## src/sv/stok_pkg.sv

```systemverilog
// Package for the style sheet tokenizer: scan modes, token type codes,
// character constants and the result and queue entry types.
// Depends on nothing; every other file but stok_if imports it.
package stok_pkg;

  typedef enum logic [3:0] {
    M_IDLE    = 4'd0,
    M_SEL     = 4'd1,
    M_AT      = 4'd2,
    M_PROP    = 4'd3,
    M_COLON   = 4'd4,
    M_VAL     = 4'd5,
    M_SLASH   = 4'd6,
    M_COMMENT = 4'd7,
    M_CSTAR   = 4'd8
  } mode_t;

  localparam logic [3:0] TT_SELECTOR = 4'd0;
  localparam logic [3:0] TT_COMMA    = 4'd1;
  localparam logic [3:0] TT_ATRULE   = 4'd2;
  localparam logic [3:0] TT_BSTART   = 4'd3;
  localparam logic [3:0] TT_BEND     = 4'd4;
  localparam logic [3:0] TT_PROP     = 4'd5;
  localparam logic [3:0] TT_VALUE    = 4'd6;
  localparam logic [3:0] TT_SEMI     = 4'd7;
  localparam logic [3:0] TT_UNKNOWN  = 4'd8;
  localparam logic [3:0] TT_END      = 4'd9;

  localparam logic [7:0] CH_NUL    = 8'h00;
  localparam logic [7:0] CH_LBRACE = 8'h7B;
  localparam logic [7:0] CH_RBRACE = 8'h7D;
  localparam logic [7:0] CH_SEMI   = 8'h3B;
  localparam logic [7:0] CH_COLON  = 8'h3A;
  localparam logic [7:0] CH_AT     = 8'h40;
  localparam logic [7:0] CH_COMMA  = 8'h2C;
  localparam logic [7:0] CH_STAR   = 8'h2A;
  localparam logic [7:0] CH_SLASH  = 8'h2F;
  localparam logic [7:0] CH_HASH   = 8'h23;
  localparam logic [7:0] CH_GT     = 8'h3E;
  localparam logic [7:0] CH_UNDER  = 8'h5F;
  localparam logic [7:0] CH_DASH   = 8'h2D;
  localparam logic [7:0] CH_DOT    = 8'h2E;
  localparam logic [7:0] CH_SPACE  = 8'h20;

  // One result item.
  typedef struct packed {
    logic [7:0] token_byte;
    logic       byte_valid;
    logic       token_end;
    logic [3:0] token_type;
    logic       last_result;
  } res_t;

  // One queue entry: the one or two results caused by one input byte.
  typedef struct packed {
    logic two;
    res_t r0;
    res_t r1;
  } bndl_t;

endpackage

```

## src/sv/stok_if.sv

```systemverilog
// Valid/ready channel interfaces of the style sheet tokenizer.
// stok_in_if carries text bytes, stok_out_if carries result items.
// No dependencies.
interface stok_in_if;
  logic       valid;
  logic       ready;
  logic [7:0] text_byte;

  modport source (output valid, output text_byte, input ready);
  modport sink (input valid, input text_byte, output ready);
endinterface

interface stok_out_if;
  logic       valid;
  logic       ready;
  logic [7:0] token_byte;
  logic       byte_valid;
  logic       token_end;
  logic [3:0] token_type;
  logic       last_result;

  modport source (output valid, output token_byte, output byte_valid, output token_end,
                  output token_type, output last_result, input ready);
  modport sink (input valid, input token_byte, input byte_valid, input token_end,
                input token_type, input last_result, output ready);
endinterface

```

## src/sv/stok_front.sv

```systemverilog
// Front end of the tokenizer: accepts text bytes, runs the scan state
// machine and pushes the results of each byte into the queue.
// Depends on stok_pkg and stok_in_if.
module stok_front (
  input  logic            clk,
  input  logic            rst_n,
  stok_in_if.sink         in_ch,
  input  logic            push_ready,
  output logic            push_valid,
  output stok_pkg::bndl_t push_data
);
  import stok_pkg::*;

  typedef struct packed {
    mode_t      mode;
    logic       in_blk;
    logic [1:0] depth;
    logic       emit;
    res_t       res;
  } start_t;

  typedef struct packed {
    mode_t      mode;
    logic       in_blk;
    logic [1:0] depth;
    logic       any;
    bndl_t      bndl;
  } step_t;

  function automatic logic is_alpha(logic [7:0] c);
    return (c >= 8'h61 && c <= 8'h7A) || (c >= 8'h41 && c <= 8'h5A);
  endfunction

  function automatic logic is_digit(logic [7:0] c);
    return c >= 8'h30 && c <= 8'h39;
  endfunction

  function automatic logic is_space(logic [7:0] c);
    return c inside {CH_SPACE, [8'd9:8'd13]};
  endfunction

  function automatic logic is_sel_char(logic [7:0] c);
    return is_alpha(c) || is_digit(c) ||
           (c inside {CH_DOT, CH_HASH, CH_STAR, CH_GT, CH_COLON, CH_DASH, CH_UNDER});
  endfunction

  function automatic res_t mk(logic [7:0] b, logic v, logic e, logic [3:0] t);
    res_t r;
    r.token_byte  = b;
    r.byte_valid  = v;
    r.token_end   = e;
    r.token_type  = t;
    r.last_result = 1'b0;
    return r;
  endfunction

  function automatic logic [1:0] sat_up(logic [1:0] d);
    return (d == 2'd3) ? 2'd3 : d + 2'd1;
  endfunction

  // Handling of a byte at the start of a token.
  function automatic start_t st_start(logic [7:0] c, logic ib, logic [1:0] d);
    start_t     s;
    logic [1:0] dn;
    dn       = (d == 2'd0) ? 2'd0 : d - 2'd1;
    s.mode   = M_IDLE;
    s.in_blk = ib;
    s.depth  = d;
    s.emit   = 1'b1;
    s.res    = mk(c, 1'b1, 1'b1, TT_UNKNOWN);
    if (c == CH_NUL) begin
      s.res    = mk(CH_NUL, 1'b0, 1'b1, TT_END);
      s.in_blk = 1'b0;
      s.depth  = 2'd0;
    end else if (is_space(c)) begin
      s.emit = 1'b0;
    end else if (c == CH_SLASH) begin
      s.mode = M_SLASH;
      s.emit = 1'b0;
    end else if (ib) begin
      if (is_alpha(c)) begin
        s.mode = M_PROP;
        s.res  = mk(c, 1'b1, 1'b0, TT_PROP);
      end else if (c == CH_COLON) begin
        s.mode = M_COLON;
        s.emit = 1'b0;
      end else if (c == CH_SEMI) begin
        s.res = mk(c, 1'b1, 1'b1, TT_SEMI);
      end else if (c == CH_RBRACE) begin
        s.depth  = dn;
        s.in_blk = (dn != 2'd0);
        s.res    = mk(c, 1'b1, 1'b1, TT_BEND);
      end
    end else begin
      if (is_alpha(c) || (c inside {CH_DOT, CH_HASH, CH_STAR, CH_GT, CH_COLON})) begin
        s.mode = M_SEL;
        s.res  = mk(c, 1'b1, 1'b0, TT_SELECTOR);
      end else if (c == CH_COMMA) begin
        s.res = mk(c, 1'b1, 1'b1, TT_COMMA);
      end else if (c == CH_AT) begin
        s.mode = M_AT;
        s.emit = 1'b0;
      end else if (c == CH_LBRACE) begin
        s.depth  = sat_up(d);
        s.in_blk = 1'b1;
        s.res    = mk(c, 1'b1, 1'b1, TT_BSTART);
      end
    end
    return s;
  endfunction

  // Full handling of one byte in the current mode.
  function automatic step_t st_step(logic [7:0] c, mode_t m, logic ib, logic [1:0] d);
    step_t      o;
    start_t     s;
    logic       p_emit;
    res_t       p_res;
    logic       use_st;
    logic [1:0] d_st;
    logic       r1_emit;
    p_emit = 1'b0;
    p_res  = mk(c, 1'b1, 1'b0, TT_SELECTOR);
    use_st = 1'b0;
    d_st   = d;
    o.mode = m;
    case (m)
      M_SEL: begin
        if (is_sel_char(c)) begin
          p_emit = 1'b1;
        end else begin
          p_emit = 1'b1;
          p_res  = mk(CH_NUL, 1'b0, 1'b1, TT_SELECTOR);
          use_st = 1'b1;
        end
      end
      M_AT: begin
        p_emit = 1'b1;
        if (is_alpha(c) || c == CH_DASH) begin
          p_res = mk(c, 1'b1, 1'b0, TT_ATRULE);
        end else begin
          p_res  = mk(CH_NUL, 1'b0, 1'b1, TT_ATRULE);
          d_st   = (c == CH_LBRACE) ? sat_up(d) : d;
          use_st = 1'b1;
        end
      end
      M_PROP: begin
        p_emit = 1'b1;
        if (is_alpha(c) || c == CH_DASH) begin
          p_res = mk(c, 1'b1, 1'b0, TT_PROP);
        end else begin
          p_res  = mk(CH_NUL, 1'b0, 1'b1, (c == CH_COLON) ? TT_PROP : TT_UNKNOWN);
          use_st = 1'b1;
        end
      end
      M_COLON: begin
        if (is_space(c)) begin
          o.mode = M_COLON;
        end else if (c inside {CH_SEMI, CH_RBRACE, CH_NUL}) begin
          p_emit = 1'b1;
          p_res  = mk(CH_NUL, 1'b0, 1'b1, TT_VALUE);
          use_st = 1'b1;
        end else begin
          o.mode = M_VAL;
          p_emit = 1'b1;
          p_res  = mk(c, 1'b1, 1'b0, TT_VALUE);
        end
      end
      M_VAL: begin
        p_emit = 1'b1;
        if (is_space(c) || (c inside {CH_SEMI, CH_RBRACE, CH_NUL})) begin
          p_res  = mk(CH_NUL, 1'b0, 1'b1, TT_VALUE);
          use_st = 1'b1;
        end else begin
          p_res = mk(c, 1'b1, 1'b0, TT_VALUE);
        end
      end
      M_SLASH: begin
        if (c == CH_STAR) begin
          o.mode = M_COMMENT;
        end else begin
          p_emit = 1'b1;
          p_res  = mk(CH_SLASH, 1'b1, 1'b1, TT_UNKNOWN);
          use_st = 1'b1;
        end
      end
      M_COMMENT: begin
        if (c == CH_NUL) begin
          use_st = 1'b1;
        end else if (c == CH_STAR) begin
          o.mode = M_CSTAR;
        end
      end
      M_CSTAR: begin
        if (c == CH_NUL) begin
          use_st = 1'b1;
        end else if (c == CH_SLASH) begin
          o.mode = M_IDLE;
        end else if (c != CH_STAR) begin
          o.mode = M_COMMENT;
        end
      end
      default: begin
        use_st = 1'b1;
      end
    endcase

    s        = st_start(c, ib, d_st);
    o.in_blk = ib;
    o.depth  = d;
    if (use_st) begin
      o.mode   = s.mode;
      o.in_blk = s.in_blk;
      o.depth  = s.depth;
    end
    r1_emit    = use_st && s.emit;
    o.any      = p_emit || r1_emit;
    o.bndl.two = p_emit && r1_emit;
    o.bndl.r0  = p_emit ? p_res : s.res;
    o.bndl.r1  = s.res;
    o.bndl.r0.last_result = !(p_emit && r1_emit);
    o.bndl.r1.last_result = 1'b1;
    return o;
  endfunction

  mode_t      mode_r, mode_nxt;
  logic       in_blk_r, in_blk_nxt;
  logic [1:0] depth_r, depth_nxt;
  step_t      step_s;
  logic       take;

  assign step_s      = st_step(in_ch.text_byte, mode_r, in_blk_r, depth_r);
  assign in_ch.ready = push_ready;
  assign take        = in_ch.valid && push_ready;

  // Next state.
  always_comb begin
    mode_nxt   = mode_r;
    in_blk_nxt = in_blk_r;
    depth_nxt  = depth_r;
    if (take) begin
      mode_nxt   = step_s.mode;
      in_blk_nxt = step_s.in_blk;
      depth_nxt  = step_s.depth;
    end
  end

  // Outputs toward the queue.
  always_comb begin
    push_valid = in_ch.valid && step_s.any;
    push_data  = step_s.bndl;
  end

  always_ff @(posedge clk) begin
    if (!rst_n) begin
      mode_r   <= M_IDLE;
      in_blk_r <= 1'b0;
      depth_r  <= 2'd0;
    end else begin
      mode_r   <= mode_nxt;
      in_blk_r <= in_blk_nxt;
      depth_r  <= depth_nxt;
    end
  end

endmodule

```

## src/sv/stok_queue.sv

```systemverilog
// Small FIFO of result groups between the tokenizer front and back ends.
// Depends on stok_pkg.
module stok_queue #(
  parameter int DEPTH = 4
) (
  input  logic            clk,
  input  logic            rst_n,
  input  logic            push_valid,
  input  stok_pkg::bndl_t push_data,
  output logic            push_ready,
  input  logic            pop,
  output logic            pop_valid,
  output stok_pkg::bndl_t pop_data
);
  import stok_pkg::*;

  localparam int PTR_W = (DEPTH > 1) ? $clog2(DEPTH) : 1;
  localparam int CNT_W = $clog2(DEPTH + 1);

  bndl_t              mem_r [DEPTH];
  logic [PTR_W-1:0]   wr_ptr_r, wr_ptr_nxt;
  logic [PTR_W-1:0]   rd_ptr_r, rd_ptr_nxt;
  logic [CNT_W-1:0]   cnt_r, cnt_nxt;
  logic               do_push, do_pop;

  function automatic logic [PTR_W-1:0] wrap_inc(logic [PTR_W-1:0] p);
    return (p == PTR_W'(DEPTH - 1)) ? '0 : p + PTR_W'(1);
  endfunction

  assign push_ready = (cnt_r != CNT_W'(DEPTH));
  assign pop_valid  = (cnt_r != '0);
  assign pop_data   = mem_r[rd_ptr_r];
  assign do_push    = push_valid && push_ready;
  assign do_pop     = pop && pop_valid;

  always_comb begin
    wr_ptr_nxt = do_push ? wrap_inc(wr_ptr_r) : wr_ptr_r;
    rd_ptr_nxt = do_pop ? wrap_inc(rd_ptr_r) : rd_ptr_r;
    cnt_nxt    = cnt_r;
    if (do_push && !do_pop) begin
      cnt_nxt = cnt_r + CNT_W'(1);
    end else if (do_pop && !do_push) begin
      cnt_nxt = cnt_r - CNT_W'(1);
    end
  end

  always_ff @(posedge clk) begin
    if (do_push) begin
      mem_r[wr_ptr_r] <= push_data;
    end
  end

  always_ff @(posedge clk) begin
    if (!rst_n) begin
      wr_ptr_r <= '0;
      rd_ptr_r <= '0;
      cnt_r    <= '0;
    end else begin
      wr_ptr_r <= wr_ptr_nxt;
      rd_ptr_r <= rd_ptr_nxt;
      cnt_r    <= cnt_nxt;
    end
  end

endmodule

```

## src/sv/stok_back.sv

```systemverilog
// Back end of the tokenizer: takes result groups from the queue and
// delivers their one or two results on the output channel.
// Depends on stok_pkg and stok_out_if.
module stok_back (
  input  logic            clk,
  input  logic            rst_n,
  input  logic            q_valid,
  input  stok_pkg::bndl_t q_data,
  output logic            q_pop,
  stok_out_if.source      out_ch
);
  import stok_pkg::*;

  bndl_t cur_r, cur_nxt;
  logic  cur_v_r, cur_v_nxt;
  logic  idx_r, idx_nxt;
  logic  fire, at_last;
  res_t  sel;

  assign fire    = cur_v_r && out_ch.ready;
  assign at_last = !cur_r.two || idx_r;
  assign q_pop   = q_valid && (!cur_v_r || (fire && at_last));
  assign sel     = idx_r ? cur_r.r1 : cur_r.r0;

  always_comb begin
    cur_nxt   = cur_r;
    cur_v_nxt = cur_v_r;
    idx_nxt   = idx_r;
    if (q_pop) begin
      cur_nxt   = q_data;
      cur_v_nxt = 1'b1;
      idx_nxt   = 1'b0;
    end else if (fire) begin
      if (at_last) begin
        cur_v_nxt = 1'b0;
        idx_nxt   = 1'b0;
      end else begin
        idx_nxt = 1'b1;
      end
    end
  end

  assign out_ch.valid       = cur_v_r;
  assign out_ch.token_byte  = sel.token_byte;
  assign out_ch.byte_valid  = sel.byte_valid;
  assign out_ch.token_end   = sel.token_end;
  assign out_ch.token_type  = sel.token_type;
  assign out_ch.last_result = sel.last_result;

  always_ff @(posedge clk) begin
    cur_r <= cur_nxt;
  end

  always_ff @(posedge clk) begin
    if (!rst_n) begin
      cur_v_r <= 1'b0;
      idx_r   <= 1'b0;
    end else begin
      cur_v_r <= cur_v_nxt;
      idx_r   <= idx_nxt;
    end
  end

endmodule

```

## src/sv/stylesheet_tokenizer_top.sv

```systemverilog
// Top level of the style sheet tokenizer: front end, result queue, back end.
// Depends on stok_pkg, stok_if, stok_front, stok_queue and stok_back.
//
// Channel  Role    Payload
// in_ch    sink    text_byte[7:0]
// out_ch   source  token_byte[7:0], byte_valid, token_end, token_type[3:0],
//                  last_result
//
// The front end takes one text byte per cycle while the queue has room; its
// scan state updates in the same cycle, so bytes may follow back to back.
// Each byte causes zero, one or two results; the back end delivers one result
// per cycle while out_ch is ready, so a long run of two-result bytes is paced
// by that output port. A result is first written into the queue, then popped
// into the back end's current-group register, which drives out_ch.
// Reset (rst_n low, synchronous) returns the scanner to idle outside any block
// and empties the queue; in_ch.ready drops only while the queue is full.
module stylesheet_tokenizer_top #(
  parameter int QUEUE_DEPTH = 4
) (
  input  logic   clk,
  input  logic   rst_n,
  stok_in_if.sink    in_ch,
  stok_out_if.source out_ch
);
  import stok_pkg::*;

  // Groups of results, one group per text byte that caused any result.
  logic  push_valid, push_ready;
  bndl_t push_data;
  logic  pop, pop_valid;
  bndl_t pop_data;

  // The front end classifies each byte and pushes its results.
  stok_front u_front (
    .clk        (clk),
    .rst_n      (rst_n),
    .in_ch      (in_ch),
    .push_ready (push_ready),
    .push_valid (push_valid),
    .push_data  (push_data)
  );

  // The queue lets the front keep taking bytes while the output stalls.
  stok_queue #(
    .DEPTH (QUEUE_DEPTH)
  ) u_queue (
    .clk        (clk),
    .rst_n      (rst_n),
    .push_valid (push_valid),
    .push_data  (push_data),
    .push_ready (push_ready),
    .pop        (pop),
    .pop_valid  (pop_valid),
    .pop_data   (pop_data)
  );

  // The back end hands out the results of each group in order.
  stok_back u_back (
    .clk     (clk),
    .rst_n   (rst_n),
    .q_valid (pop_valid),
    .q_data  (pop_data),
    .q_pop   (pop),
    .out_ch  (out_ch)
  );

endmodule

```

## src/flat_wrapper.sv

```systemverilog
// flat-port wrapper written by rule: the top's interface ports become plain ports
module stylesheet_tokenizer_top_flat import stok_pkg::*;
#(
  parameter int QUEUE_DEPTH = 4
)
  (clk, rst_n, in_ch_valid, in_ch_text_byte, in_ch_ready, out_ch_valid, out_ch_token_byte, out_ch_byte_valid, out_ch_token_end, out_ch_token_type, out_ch_last_result, out_ch_ready);
  stok_in_if in_ch_i ();
  stok_out_if out_ch_i ();
  input  logic clk;
  input  logic rst_n;
  input wire logic [$bits(in_ch_i.valid)-1:0] in_ch_valid;
  input wire logic [$bits(in_ch_i.text_byte)-1:0] in_ch_text_byte;
  output wire logic [$bits(in_ch_i.ready)-1:0] in_ch_ready;
  output wire logic [$bits(out_ch_i.valid)-1:0] out_ch_valid;
  output wire logic [$bits(out_ch_i.token_byte)-1:0] out_ch_token_byte;
  output wire logic [$bits(out_ch_i.byte_valid)-1:0] out_ch_byte_valid;
  output wire logic [$bits(out_ch_i.token_end)-1:0] out_ch_token_end;
  output wire logic [$bits(out_ch_i.token_type)-1:0] out_ch_token_type;
  output wire logic [$bits(out_ch_i.last_result)-1:0] out_ch_last_result;
  input wire logic [$bits(out_ch_i.ready)-1:0] out_ch_ready;
  assign in_ch_i.valid = in_ch_valid;
  assign in_ch_i.text_byte = in_ch_text_byte;
  assign in_ch_ready = in_ch_i.ready;
  assign out_ch_valid = out_ch_i.valid;
  assign out_ch_token_byte = out_ch_i.token_byte;
  assign out_ch_byte_valid = out_ch_i.byte_valid;
  assign out_ch_token_end = out_ch_i.token_end;
  assign out_ch_token_type = out_ch_i.token_type;
  assign out_ch_last_result = out_ch_i.last_result;
  assign out_ch_i.ready = out_ch_ready;
  stylesheet_tokenizer_top #(.QUEUE_DEPTH(QUEUE_DEPTH)) u_core (.clk(clk), .rst_n(rst_n), .in_ch(in_ch_i), .out_ch(out_ch_i));
endmodule
```

## config.mk

```make
export PLATFORM = sky130hd
export DESIGN_NAME = stylesheet_tokenizer_top_flat
export DESIGN_NICKNAME = d
export VERILOG_FILES = /design/src/sv/stok_pkg.sv /design/src/sv/stok_if.sv /design/src/sv/stok_front.sv /design/src/sv/stok_queue.sv /design/src/sv/stok_back.sv /design/src/sv/stylesheet_tokenizer_top.sv /design/src/flat_wrapper.sv
export SDC_FILE = /design/constraint.sdc
export NUM_CORES = 1
export LEC_CHECK = 0
export ABC_AREA = 1
export BUFFER_PORTS_ARGS = -buffer_cell sky130_fd_sc_hd__buf_4
export CORE_MARGIN = 2
export CORE_UTILIZATION = 45
export DETAILED_ROUTE_END_ITERATION = 6
export PLACE_DENSITY = 0.63
export REMOVE_ABC_BUFFERS = 1
export SLEW_MARGIN = 10
export SYNTH_ARGS = -nofsm -noshare
export SYNTH_HDL_FRONTEND = slang
export SYNTH_SLANG_ARGS = --single-unit
```

## constraint.sdc

```tcl
create_clock -name clk -period 3.3 [get_ports clk]
set_input_delay 0.66 -clock clk [delete_from_list [all_inputs] [get_ports clk]]
set_output_delay 0.66 -clock clk [all_outputs]
set_load 0.02 [all_outputs]
```

==> flow_metrics.py <==
metrics = {
    "synth": {
        "ys.flop_type": "edfxtp_1",
        "synthCells": 692,
        "ys_warn_count": 0,
        "synth-async-reset-ratio_pct": 0,
        "synthDistinctLibCells": 33,
        "synth_most_common_cell": "edfxtp_1",
        "ys_ff_latch": 166,
        "synth_edf_count": 150,
        "syn-cell-area_um2": 7260,
        "syn_avg_cell_area_um2": 10.5,
        "synth.area.top_cells": "edfxtp_1, nor2_1, o21ai_0",
        "yosysTopAreaCell": "edfxtp_1",
        "synthDominantCellAreaShare_pct": 62.0,
        "seq_area_frac_synth_pct": 66.4,
        "ys_top_cells_by_count": "edfxtp_1, nor2_1, nand2_1, o21ai_0, inv_1",
    },
    "timing": {
        "final.period_utilization_pct": 87.5,
        "maxSlewViolCount": 0,
        "rsz0062_at_grt": "no",
        "hold_violations": 0,
        "holdWs_ns": 0.459,
        "fmax_mhz": 346,
        "setup_tns_ns": 0,
        "worst_pin_slew_ns": 0.734,
        "finalCriticalPeriod_ns": 2.89,
        "maxSlewHeadroom_pct": 51.0,
        "finalSetupViolations": 0,
        "fin_skew_ns": 0.0141,
    },
    "layout": {
        "layoutNonFillerInstCount": 951,
        "antenna_cells": 0,
        "final_util_pct": 52.9,
        "drive_above_1_share_pct": 15.6,
        "area.growth.synth_to_final_pct": 15.2,
        "nFillCells": 1413,
        "num-nets-final": 741,
    },
    "global_routing": {
        "overflow": 0,
        "grt_pass1_wl_um": 25500,
        "grtUsageTotal_pct": 20.3,
        "first_global_vias": 4809,
        "antenna_found_initial": 0,
        "grt_max_degree": 62,
    },
    "setup_path": {
        "crit_required_ns": 3.61,
        "cpPeakStageDelay_ns": 0.39,
        "path_buf_inv": 4,
        "cp_max_fo": 7,
        "worstPathCellList": "nand2_1 > nor2_1 > nand2_1 > inv_2 > nand2_2 > inv_2 > a21oi_4 > nand3_4 > nand2_2 > nand2_2 > nand2_1 > inv_1 > ha_1 > inv_1 > fa_1 > a21oi_1 > o21ai_0 > o21ai_0 > a21oi_1",
        "cp-end-kind": "register",
        "worstReg2RegStart": "u_core.u_front.mode_r[2]",
        "path_class": "register to register",
        "arrival_ns": 3.20,
        "cp_slowest_cell": "dfxtp_1",
        "cpLargestDelayFamily": "simple AND/OR/NAND/NOR gates",
        "cp-startpoint": "u_core.u_front.mode_r[2]",
        "startpoint_type": "register",
    },
    "die": {
        "die-area_um2": 17200,
        "die_w_um": 131,
        "core-area_um2": 15800,
        "initial_core_util_pct": 45.9,
        "rows": 46,
        "die_h_um": 131,
        "io_pins": 29,
    },
    "routing": {
        "vias": 5018,
        "wl_met2_um": 7820,
        "wl_um": 16300,
        "dr.pass1.iters": 5,
        "drt_iter0_markers": 364,
        "dr_wl_met3_um": 802,
        "top_layer": "met4",
        "wl_per_cell_um": 17.1,
        "m1WireLength_um": 7310,
        "antenna_left": 0,
        "drcViolationCount": 0,
        "viasPerCell": 5.28,
    },
    "clock_tree": {
        "htree_levels": 4,
        "cts_root_buf": "clkbuf_16",
        "clock_latency_ns": 0.43,
        "clk_pin_slew_ns": 0.07,
        "hold_buffers": 0,
        "cts_setup_buffers": 0,
        "clockBufferDepth": 2,
        "cts_resized": 0,
        "cts_tree": "yes",
        "numCtsBuffers": 17,
        "cts.sinks": 166,
    },
    "power_and_ir_drop": {
        "leakagePower_nw": 3.18,
        "p_per_area_nw_per_um2": 957,
        "power_mw": 8.01,
        "irDropWorstVdd_mv": 0.609,
    },
    "placed_design": {
        "dp_cells": 919,
        "portBuffers": 28,
        "finalWeightedCongestion": 0.867,
        "dp_hpwl_um": 10300,
    },
    "min_path": {
        "min_from": "in_ch_text_byte[7]",
        "hold_class": "input pin to register",
    },
    "outcome": {
        "status": "completed",
    },
    "flow_run": {
        "drv_cap": 0,
    },
}
[sequential cells by signal, summed over array words and instances, names as in the netlist]
register / flops
u_core.u_queue.mem_r: 120
u_core.u_back.out_ch.valid: 1
u_core.u_front.depth_r: 2
u_core.u_queue.cnt_r: 3
u_core.u_queue.wr_ptr_r: 2
u_core.u_queue.rd_ptr_r: 2
u_core.u_back.cur_r: 30
u_core.u_back.idx_r: 1
u_core.u_front.mode_r: 4
u_core.u_front.in_blk_r: 1
[logic make-up after synthesis]
family	count (synthesis)	share of synthesized area, %
AO/OA/AOI/OAI	146	11.1
buffers and inverters	95	4.93
adder cells (fa/ha/maj)	7	1.31
flip-flops	166	66.4
AND/OR/NAND/NOR	278	16.2
[metal layers]
layer	track usage, %	vias up
met1	26.7	2430
met3	3.61	19
li1	-	2447
met5	0	-
met4	8.82	0
met2	33.2	122
[worst register-to-register path: cells and delay by family, from the launching register on]
kind | cells | cell delay (ns)
simple gates | 8 | 0.97
compound gates | 5 | 0.53
fa+ha+maj | 2 | 0.51
flops | 1 | 0.39
buf+inv | 4 | 0.37
[power breakdown]
group          internal (mW)  switching, mW  total [mW]
clock network           1.05          0.835        1.89
logic                  0.835           1.82        2.66
registers               3.25          0.216        3.47
total                   5.14           2.87        8.01
[layout by cell type (no fill, tap or decap), types with 17 or more instances in the layout]
| master | instances |
|---|---|
| a21oi_1 | 17 |
| nand3_1 | 18 |
| edfxtp_1 | 150 |
| o22ai_1 | 31 |
| buf_4 | 39 |
| clkbuf_16 | 17 |
| nand2_1 | 104 |
| o21ai_0 | 78 |
| nor2_1 | 119 |
| inv_1 | 52 |
[stage by stage]
step	setup slack [ns]	cell area, um^2
6_report	0.412	8370
5_1_grt	0.0916	8370
4_1_cts	0.402	8370
3_5_place_dp	0.0455	7800
3_3_place_gp	0.136	7800
2_1_floorplan	-0.447	7140
[worst paths after layout]
| kind | slack (ns) | end | depth (start not counted) |
|---|---|---|---|
| setup / recovery | 0.41 | u_core.u_queue.cnt_r[2] | 19 |
| hold / removal | 0.46 | u_core.u_queue.mem_r[0][13] | 1 |
| setup reg to reg | 0.41 | u_core.u_queue.cnt_r[2] | 19 |
| hold reg to reg | 0.50 | u_core.u_front.mode_r[3] | 2 |
[cell type report]
cell class | instances | area [um^2] | area share [%]
Sequential cell | 166 | 4830 | 57.7
Multi-Input combinational cell | 431 | 2090 | 25.0
Clock buffer | 17 | 425 | 5.08
Timing Repair Buffer | 43 | 373 | 4.46
Tap cell | 216 | 270 | 3.23
Inverter | 63 | 236 | 2.83
Clock inverter | 15 | 144 | 1.72
No activity file was read; power rests on OpenSTA's default activity.
